$ cat config.mk
export PLATFORM = sky130hd
export DESIGN_NAME = antisym_triple_unpack_scatter_unit_flat
export DESIGN_NICKNAME = d
export VERILOG_FILES = /design/src/rtl/core/atsu_pkg.sv /design/src/rtl/core/atsu_if.sv /design/src/rtl/core/atsu_adv.sv /design/src/rtl/core/atsu_datapath.sv /design/src/rtl/core/atsu_ctrl.sv /design/src/rtl/core/antisym_triple_unpack_scatter_unit.sv /design/src/flat_wrapper.sv
export SDC_FILE = /design/constraint.sdc
export NUM_CORES = 2
export LEC_CHECK = 0
export BUFFER_PORTS_ARGS = -buffer_cell sky130_fd_sc_hd__buf_4
export CORE_ASPECT_RATIO = 1.4
export CORE_UTILIZATION = 40
export DETAILED_ROUTE_END_ITERATION = 16
export SYNTH_ARGS = -nofsm -noshare
export SYNTH_HDL_FRONTEND = slang
export SYNTH_SLANG_ARGS = --single-unit
export TNS_END_PERCENT = 30
$ cat constraint.sdc
create_clock -name clk_i -period 14.2 [get_ports clk_i]
set_input_delay 2.84 -clock clk_i [delete_from_list [all_inputs] [get_ports clk_i]]
set_output_delay 2.84 -clock clk_i [all_outputs]
set_load 0.1 [all_outputs]
$ cat src/rtl/core/atsu_pkg.sv
// Shared types, constants and decode functions for the antisymmetric triple unpack unit.
`default_nettype none

package atsu_pkg;

  localparam int unsigned IdxW       = 30;
  localparam int unsigned ValW       = 64;
  localparam int unsigned OccCntW    = 5;
  localparam int unsigned VirCntW    = 7;
  localparam int unsigned CfgDataW   = 7;
  localparam int unsigned CfgIdxW    = 1;
  localparam int unsigned NumPerm    = 6;
  localparam int unsigned PermW      = 3;
  localparam int unsigned StepW      = 5;
  localparam int unsigned VoffBase   = 2;
  localparam int unsigned OtermBase  = VoffBase + 2 * NumPerm;
  localparam int unsigned SetupSteps = OtermBase + 3 * NumPerm;
  localparam int unsigned MaxOccDef  = 16;
  localparam int unsigned MaxVirDef  = 64;
  localparam int unsigned OccCntRst  = 16;
  localparam int unsigned VirCntRst  = 64;
  localparam int unsigned MinCount   = 3;

  localparam logic [PermW-1:0] LastPerm     = PermW'(NumPerm - 1);
  localparam logic [PermW-1:0] FirstOddPerm = PermW'(3);

  // Permutation order: three even rotations, then three odd swaps.
  localparam logic [1:0] PermTab [NumPerm][3] = '{
    '{2'd0, 2'd1, 2'd2},
    '{2'd1, 2'd2, 2'd0},
    '{2'd2, 2'd0, 2'd1},
    '{2'd1, 2'd0, 2'd2},
    '{2'd0, 2'd2, 2'd1},
    '{2'd2, 2'd1, 2'd0}
  };

  typedef enum logic [CfgIdxW-1:0] {
    CFG_OCC_COUNT = 1'b0,
    CFG_VIR_COUNT = 1'b1
  } cfg_reg_e;

  typedef enum logic [1:0] {
    ST_IDLE,
    ST_SETUP,
    ST_FILL,
    ST_EMIT
  } state_e;

  typedef enum logic [2:0] {
    OPD_ZERO,
    OPD_ACC,
    OPD_NV,
    OPD_OCC,
    OPD_VIR
  } opd_e;

  typedef enum logic [1:0] {
    MUL_NO,
    MUL_NV,
    MUL_NV3
  } mul_e;

  typedef enum logic [1:0] {
    DST_NONE,
    DST_NV3,
    DST_VOFF,
    DST_OTERM
  } dst_e;

  // One multiply-add step: acc <= a * mul + c, with an optional table write.
  typedef struct packed {
    opd_e             a_src;
    logic [1:0]       a_pos;
    mul_e             mul_src;
    opd_e             c_src;
    logic [1:0]       c_pos;
    dst_e             dst;
    logic [PermW-1:0] slot;
  } uop_t;

  typedef struct packed {
    logic             take;
    logic             mac_en;
    logic [StepW-1:0] step;
    logic             load;
    logic [PermW-1:0] load_p;
    logic [PermW-1:0] load_q;
  } dp_cmd_t;

  typedef struct packed {
    logic cfg_ok;
  } dp_stat_t;

  function automatic logic [1:0] perm_at(input logic [PermW-1:0] p, input logic [1:0] pos);
    logic [1:0] r;
    r = 2'd0;
    if (p <= LastPerm && pos <= 2'd2) begin
      r = PermTab[p][pos];
    end
    return r;
  endfunction

  // Setup schedule:
  //   step 0,1   : nv^2, nv^3
  //   two steps  : virtual offset of each permutation
  //   three steps: occupied offset of each permutation, scaled by nv^3
  function automatic uop_t uop_at(input logic [StepW-1:0] step);
    uop_t               u;
    logic [StepW-1:0]   k;
    logic [StepW+3:0]   k11;
    logic [PermW-1:0]   s;
    logic [1:0]         ph;
    u.a_src   = OPD_ACC;
    u.a_pos   = 2'd0;
    u.mul_src = MUL_NV;
    u.c_src   = OPD_ZERO;
    u.c_pos   = 2'd0;
    u.dst     = DST_NONE;
    u.slot    = '0;
    k         = '0;
    k11       = '0;
    s         = '0;
    ph        = '0;
    if (step == StepW'(0)) begin
      u.a_src = OPD_NV;
    end else if (step == StepW'(1)) begin
      u.dst = DST_NV3;
    end else if (step < StepW'(OtermBase)) begin
      k      = step - StepW'(VoffBase);
      s      = k[3:1];
      u.slot = s;
      if (!k[0]) begin
        u.a_src = OPD_VIR;
        u.a_pos = perm_at(s, 2'd0);
        u.c_src = OPD_VIR;
        u.c_pos = perm_at(s, 2'd1);
      end else begin
        u.c_src = OPD_VIR;
        u.c_pos = perm_at(s, 2'd2);
        u.dst   = DST_VOFF;
      end
    end else begin
      k      = step - StepW'(OtermBase);
      // k / 3 for k below 18
      k11    = (StepW + 4)'(k) * (StepW + 4)'(11);
      s      = PermW'(k11 >> 5);
      ph     = 2'(k - StepW'(s) - StepW'({s, 1'b0}));
      u.slot = s;
      u.mul_src = MUL_NO;
      case (ph)
        2'd0: begin
          u.a_src = OPD_OCC;
          u.a_pos = perm_at(s, 2'd0);
          u.c_src = OPD_OCC;
          u.c_pos = perm_at(s, 2'd1);
        end
        2'd1: begin
          u.c_src = OPD_OCC;
          u.c_pos = perm_at(s, 2'd2);
        end
        default: begin
          u.mul_src = MUL_NV3;
          u.dst     = DST_OTERM;
        end
      endcase
    end
    return u;
  endfunction

endpackage

`default_nettype wire

$ cat src/rtl/core/atsu_if.sv
// Word channel interfaces: packed amplitude in, scatter write out.
`default_nettype none

interface atsu_in_if;
  logic                       valid;
  logic                       ready;
  logic [atsu_pkg::ValW-1:0]  value_real;
  logic [atsu_pkg::ValW-1:0]  value_imag;

  modport source (output valid, output value_real, output value_imag, input ready);
  modport sink   (input valid, input value_real, input value_imag, output ready);
endinterface

interface atsu_out_if;
  logic                       valid;
  logic                       ready;
  logic [atsu_pkg::IdxW-1:0]  full_index;
  logic [atsu_pkg::ValW-1:0]  out_real;
  logic [atsu_pkg::ValW-1:0]  out_imag;
  logic                       run_last;
  logic                       tensor_last;

  modport source (output valid, output full_index, output out_real, output out_imag,
                  output run_last, output tensor_last, input ready);
  modport sink   (input valid, input full_index, input out_real, input out_imag,
                  input run_last, input tensor_last, output ready);
endinterface

`default_nettype wire

$ cat src/rtl/core/atsu_adv.sv
// Ascending index triple advance with wrap to (0,1,2).
`default_nettype none

module atsu_adv #(
  parameter int unsigned W = $clog2(atsu_pkg::MaxOccDef)
) (
  input  wire logic [W-1:0] x_i,
  input  wire logic [W-1:0] y_i,
  input  wire logic [W-1:0] z_i,
  input  wire logic [W:0]   n_i,
  output logic      [W-1:0] x_o,
  output logic      [W-1:0] y_o,
  output logic      [W-1:0] z_o,
  output logic              wrap_o
);

  logic [W:0] xe, ye, ze;

  assign xe = {1'b0, x_i};
  assign ye = {1'b0, y_i};
  assign ze = {1'b0, z_i};

  always_comb begin
    x_o    = x_i;
    y_o    = y_i;
    z_o    = z_i;
    wrap_o = 1'b0;
    if (ze + (W + 1)'(1) < n_i) begin
      z_o = z_i + W'(1);
    end else if (ye + (W + 1)'(2) < n_i) begin
      y_o = y_i + W'(1);
      z_o = y_i + W'(2);
    end else if (xe + (W + 1)'(3) < n_i) begin
      x_o = x_i + W'(1);
      y_o = x_i + W'(2);
      z_o = x_i + W'(3);
    end else begin
      x_o    = W'(0);
      y_o    = W'(1);
      z_o    = W'(2);
      wrap_o = 1'b1;
    end
  end

endmodule

`default_nettype wire

$ cat src/rtl/core/atsu_datapath.sv
// Datapath: count registers, running indices, shared multiply-add, offset tables, output word.
`default_nettype none

module atsu_datapath #(
  parameter int unsigned MAX_OCC = atsu_pkg::MaxOccDef,
  parameter int unsigned MAX_VIR = atsu_pkg::MaxVirDef
) (
  input  wire logic                          clk_i,
  input  wire logic                          rst_ni,
  input  wire logic                          cfg_we_i,
  input  wire logic [atsu_pkg::CfgIdxW-1:0]  cfg_idx_i,
  input  wire logic [atsu_pkg::CfgDataW-1:0] cfg_data_i,
  input  wire logic [atsu_pkg::ValW-1:0]     value_real_i,
  input  wire logic [atsu_pkg::ValW-1:0]     value_imag_i,
  input  wire atsu_pkg::dp_cmd_t             cmd_i,
  output atsu_pkg::dp_stat_t                 stat_o,
  output logic      [atsu_pkg::IdxW-1:0]     full_index_o,
  output logic      [atsu_pkg::ValW-1:0]     out_real_o,
  output logic      [atsu_pkg::ValW-1:0]     out_imag_o,
  output logic                               run_last_o,
  output logic                               tensor_last_o
);

  localparam int unsigned OccW = $clog2(MAX_OCC);
  localparam int unsigned VirW = $clog2(MAX_VIR);
  localparam int unsigned IW   = atsu_pkg::IdxW;
  localparam int unsigned VW   = atsu_pkg::ValW;

  function automatic logic [IW-1:0] pick3(input logic [1:0] pos, input logic [IW-1:0] e0,
                                          input logic [IW-1:0] e1, input logic [IW-1:0] e2);
    logic [IW-1:0] r;
    case (pos)
      2'd0:    r = e0;
      2'd1:    r = e1;
      default: r = e2;
    endcase
    return r;
  endfunction

  logic [atsu_pkg::OccCntW-1:0] occ_cnt_q;
  logic [atsu_pkg::VirCntW-1:0] vir_cnt_q;
  logic [OccW:0]                n_occ;
  logic [VirW:0]                n_vir;

  logic [OccW-1:0] occ_x_q, occ_y_q, occ_z_q, occ_x_d, occ_y_d, occ_z_d;
  logic [VirW-1:0] vir_x_q, vir_y_q, vir_z_q, vir_x_d, vir_y_d, vir_z_d;
  logic            occ_wrap, vir_wrap;

  logic [OccW-1:0] wo0_q, wo1_q, wo2_q;
  logic [VirW-1:0] wv0_q, wv1_q, wv2_q;
  logic [VW-1:0]   val_real_q, val_imag_q;
  logic            tl_q;

  logic [IW-1:0]   acc_q, nv3_q;
  logic [IW-1:0]   voff_q [atsu_pkg::NumPerm];
  logic [IW-1:0]   oterm_q [atsu_pkg::NumPerm];

  atsu_pkg::uop_t  uop;
  logic [IW-1:0]   occ_a, occ_c, vir_a, vir_c;
  logic [IW-1:0]   a_val, b_val, c_val, mac_res;
  logic [IW-1:0]   prod;

  logic [IW-1:0]   word_idx;
  logic            word_odd;

  logic [IW-1:0]   out_idx_q;
  logic [VW-1:0]   out_real_q, out_imag_q;
  logic            run_last_q, tlast_q;

  // Configuration registers
  always_ff @(posedge clk_i or negedge rst_ni) begin
    if (!rst_ni) begin
      occ_cnt_q <= atsu_pkg::OccCntW'(atsu_pkg::OccCntRst);
      vir_cnt_q <= atsu_pkg::VirCntW'(atsu_pkg::VirCntRst);
    end else if (cfg_we_i) begin
      if (cfg_idx_i == atsu_pkg::CFG_OCC_COUNT) begin
        occ_cnt_q <= cfg_data_i[atsu_pkg::OccCntW-1:0];
      end else begin
        vir_cnt_q <= cfg_data_i[atsu_pkg::VirCntW-1:0];
      end
    end
  end

  // Saturate counts to the index range
  assign n_occ = (32'(occ_cnt_q) > MAX_OCC) ? (OccW + 1)'(MAX_OCC) : (OccW + 1)'(occ_cnt_q);
  assign n_vir = (32'(vir_cnt_q) > MAX_VIR) ? (VirW + 1)'(MAX_VIR) : (VirW + 1)'(vir_cnt_q);

  assign stat_o.cfg_ok = (n_occ >= (OccW + 1)'(atsu_pkg::MinCount)) &&
                         (n_vir >= (VirW + 1)'(atsu_pkg::MinCount));

  atsu_adv #(.W(OccW)) u_occ_adv (
    .x_i    (occ_x_q),
    .y_i    (occ_y_q),
    .z_i    (occ_z_q),
    .n_i    (n_occ),
    .x_o    (occ_x_d),
    .y_o    (occ_y_d),
    .z_o    (occ_z_d),
    .wrap_o (occ_wrap)
  );

  atsu_adv #(.W(VirW)) u_vir_adv (
    .x_i    (vir_x_q),
    .y_i    (vir_y_q),
    .z_i    (vir_z_q),
    .n_i    (n_vir),
    .x_o    (vir_x_d),
    .y_o    (vir_y_d),
    .z_o    (vir_z_d),
    .wrap_o (vir_wrap)
  );

  // Running indices: virtual triple is the fast one
  always_ff @(posedge clk_i or negedge rst_ni) begin
    if (!rst_ni) begin
      occ_x_q <= OccW'(0);
      occ_y_q <= OccW'(1);
      occ_z_q <= OccW'(2);
      vir_x_q <= VirW'(0);
      vir_y_q <= VirW'(1);
      vir_z_q <= VirW'(2);
    end else if (cmd_i.take) begin
      vir_x_q <= vir_x_d;
      vir_y_q <= vir_y_d;
      vir_z_q <= vir_z_d;
      if (vir_wrap) begin
        occ_x_q <= occ_x_d;
        occ_y_q <= occ_y_d;
        occ_z_q <= occ_z_d;
      end
    end
  end

  // Working copy of the item
  always_ff @(posedge clk_i) begin
    if (cmd_i.take) begin
      wo0_q      <= occ_x_q;
      wo1_q      <= occ_y_q;
      wo2_q      <= occ_z_q;
      wv0_q      <= vir_x_q;
      wv1_q      <= vir_y_q;
      wv2_q      <= vir_z_q;
      val_real_q <= value_real_i;
      val_imag_q <= value_imag_i;
      tl_q       <= vir_wrap & occ_wrap;
    end
  end

  // Shared multiply-add
  assign uop   = atsu_pkg::uop_at(cmd_i.step);
  assign occ_a = pick3(uop.a_pos, IW'(wo0_q), IW'(wo1_q), IW'(wo2_q));
  assign occ_c = pick3(uop.c_pos, IW'(wo0_q), IW'(wo1_q), IW'(wo2_q));
  assign vir_a = pick3(uop.a_pos, IW'(wv0_q), IW'(wv1_q), IW'(wv2_q));
  assign vir_c = pick3(uop.c_pos, IW'(wv0_q), IW'(wv1_q), IW'(wv2_q));

  always_comb begin
    case (uop.a_src)
      atsu_pkg::OPD_ACC: a_val = acc_q;
      atsu_pkg::OPD_NV:  a_val = IW'(n_vir);
      atsu_pkg::OPD_OCC: a_val = occ_a;
      atsu_pkg::OPD_VIR: a_val = vir_a;
      default:           a_val = '0;
    endcase
    case (uop.c_src)
      atsu_pkg::OPD_OCC: c_val = occ_c;
      atsu_pkg::OPD_VIR: c_val = vir_c;
      default:           c_val = '0;
    endcase
    case (uop.mul_src)
      atsu_pkg::MUL_NO:  b_val = IW'(n_occ);
      atsu_pkg::MUL_NV:  b_val = IW'(n_vir);
      atsu_pkg::MUL_NV3: b_val = nv3_q;
      default:           b_val = '0;
    endcase
  end

  // Only the low 30 bits of the product are ever needed
  assign prod    = a_val * b_val;
  assign mac_res = prod + c_val;

  always_ff @(posedge clk_i) begin
    if (cmd_i.mac_en) begin
      acc_q <= mac_res;
      case (uop.dst)
        atsu_pkg::DST_NV3:   nv3_q <= mac_res;
        atsu_pkg::DST_VOFF:  voff_q[uop.slot] <= mac_res;
        atsu_pkg::DST_OTERM: oterm_q[uop.slot] <= mac_res;
        default: ;
      endcase
    end
  end

  // Output word
  assign word_idx = oterm_q[cmd_i.load_p] + voff_q[cmd_i.load_q];
  assign word_odd = (cmd_i.load_p >= atsu_pkg::FirstOddPerm) ^
                    (cmd_i.load_q >= atsu_pkg::FirstOddPerm);

  always_ff @(posedge clk_i) begin
    if (cmd_i.load) begin
      out_idx_q  <= word_idx;
      out_real_q <= val_real_q ^ {word_odd, {(VW - 1){1'b0}}};
      out_imag_q <= val_imag_q ^ {word_odd, {(VW - 1){1'b0}}};
      run_last_q <= (cmd_i.load_p == atsu_pkg::LastPerm) &&
                    (cmd_i.load_q == atsu_pkg::LastPerm);
      tlast_q    <= tl_q;
    end
  end

  assign full_index_o  = out_idx_q;
  assign out_real_o    = out_real_q;
  assign out_imag_o    = out_imag_q;
  assign run_last_o    = run_last_q;
  assign tensor_last_o = tlast_q;

endmodule

`default_nettype wire

$ cat src/rtl/core/atsu_ctrl.sv
// Controller: item accept, setup schedule, 36-word emit sequence.
`default_nettype none

module atsu_ctrl (
  input  wire logic               clk_i,
  input  wire logic               rst_ni,
  input  wire logic               in_valid_i,
  output logic                    in_ready_o,
  output logic                    out_valid_o,
  input  wire logic               out_ready_i,
  input  wire atsu_pkg::dp_stat_t stat_i,
  output atsu_pkg::dp_cmd_t       cmd_o
);

  localparam int unsigned SW = atsu_pkg::StepW;
  localparam int unsigned PW = atsu_pkg::PermW;

  atsu_pkg::state_e state_q, state_d;
  logic [SW-1:0]    step_q, step_d;
  logic [PW-1:0]    p_q, p_d, q_q, q_d;
  logic             last_word;
  logic             setup_done;

  assign last_word  = (p_q == atsu_pkg::LastPerm) && (q_q == atsu_pkg::LastPerm);
  assign setup_done = (step_q == SW'(atsu_pkg::SetupSteps - 1));

  always_comb begin
    state_d = state_q;
    case (state_q)
      atsu_pkg::ST_IDLE: begin
        if (in_valid_i && stat_i.cfg_ok) state_d = atsu_pkg::ST_SETUP;
      end
      atsu_pkg::ST_SETUP: begin
        if (setup_done) state_d = atsu_pkg::ST_FILL;
      end
      atsu_pkg::ST_FILL: begin
        state_d = atsu_pkg::ST_EMIT;
      end
      atsu_pkg::ST_EMIT: begin
        if (out_ready_i && last_word) state_d = atsu_pkg::ST_IDLE;
      end
      default: state_d = atsu_pkg::ST_IDLE;
    endcase
  end

  always_comb begin
    in_ready_o    = 1'b0;
    out_valid_o   = 1'b0;
    cmd_o         = '0;
    cmd_o.step    = step_q;
    step_d        = step_q;
    p_d           = p_q;
    q_d           = q_q;
    case (state_q)
      atsu_pkg::ST_IDLE: begin
        in_ready_o = 1'b1;
        cmd_o.take = in_valid_i && stat_i.cfg_ok;
        step_d     = '0;
      end
      atsu_pkg::ST_SETUP: begin
        cmd_o.mac_en = 1'b1;
        step_d       = step_q + SW'(1);
      end
      atsu_pkg::ST_FILL: begin
        cmd_o.load = 1'b1;
        p_d        = '0;
        q_d        = '0;
      end
      atsu_pkg::ST_EMIT: begin
        out_valid_o = 1'b1;
        if (out_ready_i && !last_word) begin
          if (q_q == atsu_pkg::LastPerm) begin
            q_d = '0;
            p_d = p_q + PW'(1);
          end else begin
            q_d = q_q + PW'(1);
          end
          cmd_o.load = 1'b1;
        end
      end
      default: ;
    endcase
    cmd_o.load_p = p_d;
    cmd_o.load_q = q_d;
  end

  always_ff @(posedge clk_i or negedge rst_ni) begin
    if (!rst_ni) begin
      state_q <= atsu_pkg::ST_IDLE;
      step_q  <= '0;
      p_q     <= '0;
      q_q     <= '0;
    end else begin
      state_q <= state_d;
      step_q  <= step_d;
      p_q     <= p_d;
      q_q     <= q_d;
    end
  end

endmodule

`default_nettype wire

$ cat src/rtl/core/antisym_triple_unpack_scatter_unit.sv
// Top level: rank-6 antisymmetric tensor unpack into 36 scatter-write words per amplitude.
//
//  channel  dir  handshake        payload
//  in_i     in   valid/ready      value_real[63:0], value_imag[63:0]
//  out_o    out  valid/ready      full_index[29:0], out_real, out_imag, run_last,
//                                 tensor_last
//  cfg      in   cfg_we_i (write) cfg_idx_i (0 occupied count, 1 virtual count),
//                                 cfg_data_i[6:0]
//
// Sequence: per item, an accept, then 32 steps on the single shared 30x30 multiply-add
//   (nv^2, nv^3, six virtual offsets, six occupied offsets scaled by nv^3), a load of
//   the first word, then 36 words at one per cycle while out_o is not stalled. An item
//   taken while either count is below three emits nothing.
// Reset: rst_ni clears the controller and sets the indices to (0,1,2), the counts to 16/64.
// Stalls: out_o ready low holds the current word; in_i ready is high only between items.
`default_nettype none

module antisym_triple_unpack_scatter_unit #(
  parameter int unsigned MAX_OCC = atsu_pkg::MaxOccDef,
  parameter int unsigned MAX_VIR = atsu_pkg::MaxVirDef
) (
  input  wire logic                          clk_i,
  input  wire logic                          rst_ni,
  atsu_in_if.sink                            in_i,
  atsu_out_if.source                         out_o,
  input  wire logic                          cfg_we_i,
  input  wire logic [atsu_pkg::CfgIdxW-1:0]  cfg_idx_i,
  input  wire logic [atsu_pkg::CfgDataW-1:0] cfg_data_i
);

  atsu_pkg::dp_cmd_t  cmd;
  atsu_pkg::dp_stat_t stat;

  // Sequencer: owns the setup step counter and the (p, q) word counters
  atsu_ctrl u_ctrl (
    .clk_i       (clk_i),
    .rst_ni      (rst_ni),
    .in_valid_i  (in_i.valid),
    .in_ready_o  (in_i.ready),
    .out_valid_o (out_o.valid),
    .out_ready_i (out_o.ready),
    .stat_i      (stat),
    .cmd_o       (cmd)
  );

  // Datapath: full_index = occ_offset(p) * nv^3 + vir_offset(q), low 30 bits;
  // sign bit toggled when exactly one of p, q is an odd permutation.
  atsu_datapath #(
    .MAX_OCC (MAX_OCC),
    .MAX_VIR (MAX_VIR)
  ) u_dp (
    .clk_i         (clk_i),
    .rst_ni        (rst_ni),
    .cfg_we_i      (cfg_we_i),
    .cfg_idx_i     (cfg_idx_i),
    .cfg_data_i    (cfg_data_i),
    .value_real_i  (in_i.value_real),
    .value_imag_i  (in_i.value_imag),
    .cmd_i         (cmd),
    .stat_o        (stat),
    .full_index_o  (out_o.full_index),
    .out_real_o    (out_o.out_real),
    .out_imag_o    (out_o.out_imag),
    .run_last_o    (out_o.run_last),
    .tensor_last_o (out_o.tensor_last)
  );

  // One item at a time: no new word taken while results are pending
  a_no_overlap: assert property (@(posedge clk_i) disable iff (!rst_ni)
    out_o.valid |-> !in_i.ready)
    else $error("input ready while a word is pending");

  // Words of one item come back to back once the consumer takes them
  a_run_continues: assert property (@(posedge clk_i) disable iff (!rst_ni)
    (out_o.valid && out_o.ready && !out_o.run_last) |=> out_o.valid)
    else $error("word run broken before run_last");

  // The last word of a run returns the block to accepting input
  a_run_ends: assert property (@(posedge clk_i) disable iff (!rst_ni)
    (out_o.valid && out_o.ready && out_o.run_last) |=> (in_i.ready && !out_o.valid))
    else $error("block not idle after run_last");

  // tensor_last is a per-item flag, constant over the run
  a_tlast_stable: assert property (@(posedge clk_i) disable iff (!rst_ni)
    (out_o.valid && out_o.ready && !out_o.run_last) |=> $stable(out_o.tensor_last))
    else $error("tensor_last changed within a run");

endmodule

`default_nettype wire

$ cat src/flat_wrapper.sv
// flat-port wrapper written by rule: the top's interface ports become plain ports
module antisym_triple_unpack_scatter_unit_flat 
#(
  parameter int unsigned MAX_OCC = atsu_pkg::MaxOccDef,
  parameter int unsigned MAX_VIR = atsu_pkg::MaxVirDef
)
  (clk_i, rst_ni, cfg_we_i, cfg_idx_i, cfg_data_i, in_i_valid, in_i_value_real, in_i_value_imag, in_i_ready, out_o_valid, out_o_full_index, out_o_out_real, out_o_out_imag, out_o_run_last, out_o_tensor_last, out_o_ready);
  atsu_in_if in_i_i ();
  atsu_out_if out_o_i ();
  input  wire logic clk_i;
  input  wire logic rst_ni;
  input  wire logic cfg_we_i;
  input  wire logic [atsu_pkg::CfgIdxW-1:0] cfg_idx_i;
  input  wire logic [atsu_pkg::CfgDataW-1:0] cfg_data_i;
  input wire logic [$bits(in_i_i.valid)-1:0] in_i_valid;
  input wire logic [$bits(in_i_i.value_real)-1:0] in_i_value_real;
  input wire logic [$bits(in_i_i.value_imag)-1:0] in_i_value_imag;
  output wire logic [$bits(in_i_i.ready)-1:0] in_i_ready;
  output wire logic [$bits(out_o_i.valid)-1:0] out_o_valid;
  output wire logic [$bits(out_o_i.full_index)-1:0] out_o_full_index;
  output wire logic [$bits(out_o_i.out_real)-1:0] out_o_out_real;
  output wire logic [$bits(out_o_i.out_imag)-1:0] out_o_out_imag;
  output wire logic [$bits(out_o_i.run_last)-1:0] out_o_run_last;
  output wire logic [$bits(out_o_i.tensor_last)-1:0] out_o_tensor_last;
  input wire logic [$bits(out_o_i.ready)-1:0] out_o_ready;
  assign in_i_i.valid = in_i_valid;
  assign in_i_i.value_real = in_i_value_real;
  assign in_i_i.value_imag = in_i_value_imag;
  assign in_i_ready = in_i_i.ready;
  assign out_o_valid = out_o_i.valid;
  assign out_o_full_index = out_o_i.full_index;
  assign out_o_out_real = out_o_i.out_real;
  assign out_o_out_imag = out_o_i.out_imag;
  assign out_o_run_last = out_o_i.run_last;
  assign out_o_tensor_last = out_o_i.tensor_last;
  assign out_o_i.ready = out_o_ready;
  antisym_triple_unpack_scatter_unit #(.MAX_OCC(MAX_OCC), .MAX_VIR(MAX_VIR)) u_core (.clk_i(clk_i), .rst_ni(rst_ni), .in_i(in_i_i), .out_o(out_o_i), .cfg_we_i(cfg_we_i), .cfg_idx_i(cfg_idx_i), .cfg_data_i(cfg_data_i));
endmodule
==> reports/qor.csv <==
metric;value;unit
kind of start point of the critical path;register;
Worst Tran Pin Value;1.314;ns
status;finished clean;
Post-Syn Instances;3687;
Net count, final;4768;
total setup buffers inserted after CTS;0;
Fill cells;10329;
placed cell count;5442;
first-pass GRT wire length;184200;um
overall routed net length;120400;um
synth warn;0;
hold path cells;0;
CTS Buffer Depth;3;
Final setup viols;0;
R2R cell count;45;
asr flop ratio synth;6.927;%
DRT Pass-1 Iters;5;
Clock Power Share;16.0;%
chip width;290.8;um
crit-path max cell delay;0.69;ns
Starting Density;40.29;%
vias per cell;5.208;
CP required;14.47;ns
Post-route DRC;0;
cts bufs inserted;76;
Power Density;229.0;mW/mm2
CTS sink cnt;794;
synth unique cells;82;
largest net degree at the start of global routing;69;
Slowest-stage cell, CP;a2111oi_1;
fin crit period;13.52;ns
num ports;303;
Peak VDD IR;260.1;uV
cts repair resizes;0;
CP Class;reg -> reg;
switching share of power;46.72;%
final antenna-violating net count;0;
number of enable flip-flop cells after synthesis;739;
total gr overflow;0;
cell mode on critical path;ha_1;
Min-Delay Path Class;reg -> reg;
later-pin clock latency in the skew report;0.67;ns
final hold slack;0.4100;ns
post-synthesis sequential area ratio;50.48;%
gpl congestion;0.9018;
Int Pwr;0.006545;W
Worst Path Arrival;13.79;ns
achievable frequency;0.07396;GHz
Row Count;148;
setup TNS;0;ns
Post-Syn Area;0.04670;mm2
Routed WL per cell;21.56;um
Synth Flop Type;edfxtp_1;
die footprint;0.1181;mm2
ant diodes;0;
crit path max fanout;14;
Final Non-Filler Cells;5583;
Max-Cap Viols;0;
Slew Limit Headroom;11.78;%
CTS tree;done;
All-Layer GR Usage;20.75;%
RSZ-0062 raised after global routing;no;
Port Buffer Count;302;
share of cells above drive strength 1;16.63;%
CTS hold repair buffers;0;
CTS H-tree depth;3;
DIE HEIGHT;406.3;um
root buf cell;clkbuf_16;
clock transition at the registers of the reported paths;0.07;ns
CP Capture Type;register;
Syn Nets;4435;
vias;29074;
initial antenna violation count;0;
number of global-route vias before repair;30769;
Setup Skew;0.04943;ns
sw power;0.005740;W
final worst-path cycle share;95.22;%
LEAKAGE;22.22;nW
#FFs+latches synth;794;
combinational power share;51.2;%
Reg power frac;32.9;%
Post-DP HPWL;87260;um
core area;0.1159;mm2
P&R area growth vs syn;14.90;%
Avg Inst Size Synth;12.67;um2
DR iter-0 viols;1810;
Max Slew Vio Count;0;
final hold violations;0;
worst max-delay path, delay by kind of cell, from the launching register on:
family | cells | cell delay (ns)
AOI/OAI and AO/OA | 12 | 3.58
xor gates and xnor gates | 3 | 1.27
adders and majority gates | 15 | 5.45
buffers and inverters | 9 | 0.96
DFF | 1 | 0.65
and+or+nand+nor | 6 | 1.21
synthesized netlist by cell type (12+ instances only):
master	count	share of area (%)
edfxtp_1	739	48
inv_1	526	4.2
nand2_1	408	3.3
fa_1	359	15
ha_1	248	6.6
nor2_1	208	1.7
a21oi_1	149	1.6
clkbuf_1	126	1.0
nand3_1	105	1.1
xnor2_1	91	1.7
mux2i_1	70	1.5
o21ai_0	68	0.73
mux4_2	60	2.9
and2_1	56	0.75
dfrtp_1	49	2.6
xor2_1	49	0.92
a21o_1	43	0.69
mux2_2	30	0.72
and3_1	29	0.39
nor3_1	29	0.31
nor2b_1	17	0.23
o21bai_1	17	0.27
a22oi_1	13	0.21
a31oi_1	13	0.17
nand2b_1	13	0.17
a211oi_1	12	0.19
buf_1	12	0.096
area by class of cell:
cell class | instances | area [um2] | area share (%)
Clock buffer | 89 | 2003 | 3.733
Clock inverter | 52 | 386.6 | 0.7205
Sequential cell | 794 | 23580 | 43.94
Multi-Input combinational cell | 2218 | 20780 | 38.73
Timing Repair Buffer | 403 | 3050 | 5.685
Tap cell | 1500 | 1877 | 3.498
Inverter | 527 | 1983 | 3.696
worst paths after layout:
check / start / to / slack, ns
max: u_core.u_ctrl.step_q[1] / u_core.u_dp.voff_q[0][22] / 0.68
min: u_core.u_dp.val_real_q[27] / u_core.u_dp.out_real_o[27] / 0.41
max reg2reg: u_core.u_ctrl.step_q[1] / u_core.u_dp.voff_q[0][22] / 0.68
min reg2reg: u_core.u_dp.val_real_q[27] / u_core.u_dp.out_real_o[27] / 0.41
max in group asynchronous: rst_ni / u_core.u_dp.occ_z_q[3] / 11.45
min in group asynchronous: rst_ni / u_core.u_dp.vir_y_q[4] / 2.24
cells by family (layout without fill, tap and decap cells):
logic type      Yosys count  in the layout  share of synthesized area, %
compound gates          406            406                         5.610
flops                   794            794                         50.48
mux                     160            160                         5.117
buf+inv                 675           1071                         5.471
simple gates            901            901                         8.455
xor+xnor                144            144                         2.832
fa+ha+maj               607            607                         22.03
placed cells by master, fill, tap and decap left out, drive strengths merged, types with 30 or more instances in the layout:
master and n:
edfxtp 739, and2 58, buf 403, ha 248, o21ai 74, mux2 30
clkbuf 89, fa 359, nand3 105, inv 536, mux4 60, mux2i 70
a21o 43, xnor2 91, xor2 50, dfrtp 49, nor2 208, nand2 408
clkinv 33, a21oi 152
stage by stage:
| step | area, um2 | total power [W] | setup slack [ns] | utilization [%] |
|---|---|---|---|---|
| 6_report | 53660 | 0.01229 | 0.6788 | 46.29 |
| 5_1_grt | 53660 | 0.01293 | 0.06214 | 46.29 |
| 3_5_place_dp | 51250 | 0.01035 | 0.5469 | 44.21 |
| 2_1_floorplan | 46700 | 0.008328 | 1.840 | - |
| 3_3_place_gp | 51250 | 0.01024 | 0.7796 | 44.21 |
| 4_1_cts | 53640 | 0.01234 | 0.4694 | 46.27 |
power by group through the flow:
stage / Sequential [W] / Clock (W) / Combinational [W]
global placement: 0.00407 / 0 / 0.00616
CTS: 0.00404 / 0.00201 / 0.00629
finish: 0.00404 / 0.00196 / 0.00629
floorplan: 0.00529 / 0 / 0.00303
detailed placement: 0.00408 / 0 / 0.00626
global route: 0.00407 / 0.00209 / 0.00677
flip-flops by register name, indices dropped and copies added (netlist names), 6 cells and up:
| name | count |
|---|---|
| u_core.u_dp.vir_y_q | 6 |
| u_core.u_dp.vir_z_q | 6 |
| u_core.u_dp.out_real_o | 64 |
| u_core.u_dp.vir_x_q | 6 |
| u_core.u_dp.full_index_o | 30 |
| u_core.u_dp.wv0_q | 6 |
| u_core.u_dp.vir_cnt_q | 7 |
| u_core.u_dp.voff_q | 180 |
| u_core.u_dp.wv1_q | 6 |
| u_core.u_dp.wv2_q | 6 |
| u_core.u_dp.nv3_q | 30 |
| u_core.u_dp.val_imag_q | 64 |
| u_core.u_dp.out_imag_o | 64 |
| u_core.u_dp.val_real_q | 64 |
| u_core.u_dp.acc_q | 30 |
| u_core.u_dp.oterm_q | 180 |
routing by layer:
layer	up-vias	share of wire [%]	global-route usage, %
li1	13201	-	-
met2	889	53	38.50
met3	249	5.0	3.015
met5	-	0	0
met4	0	4.4	9.217
met1	14735	38	23.53
(Power assumes the default switching activity.)
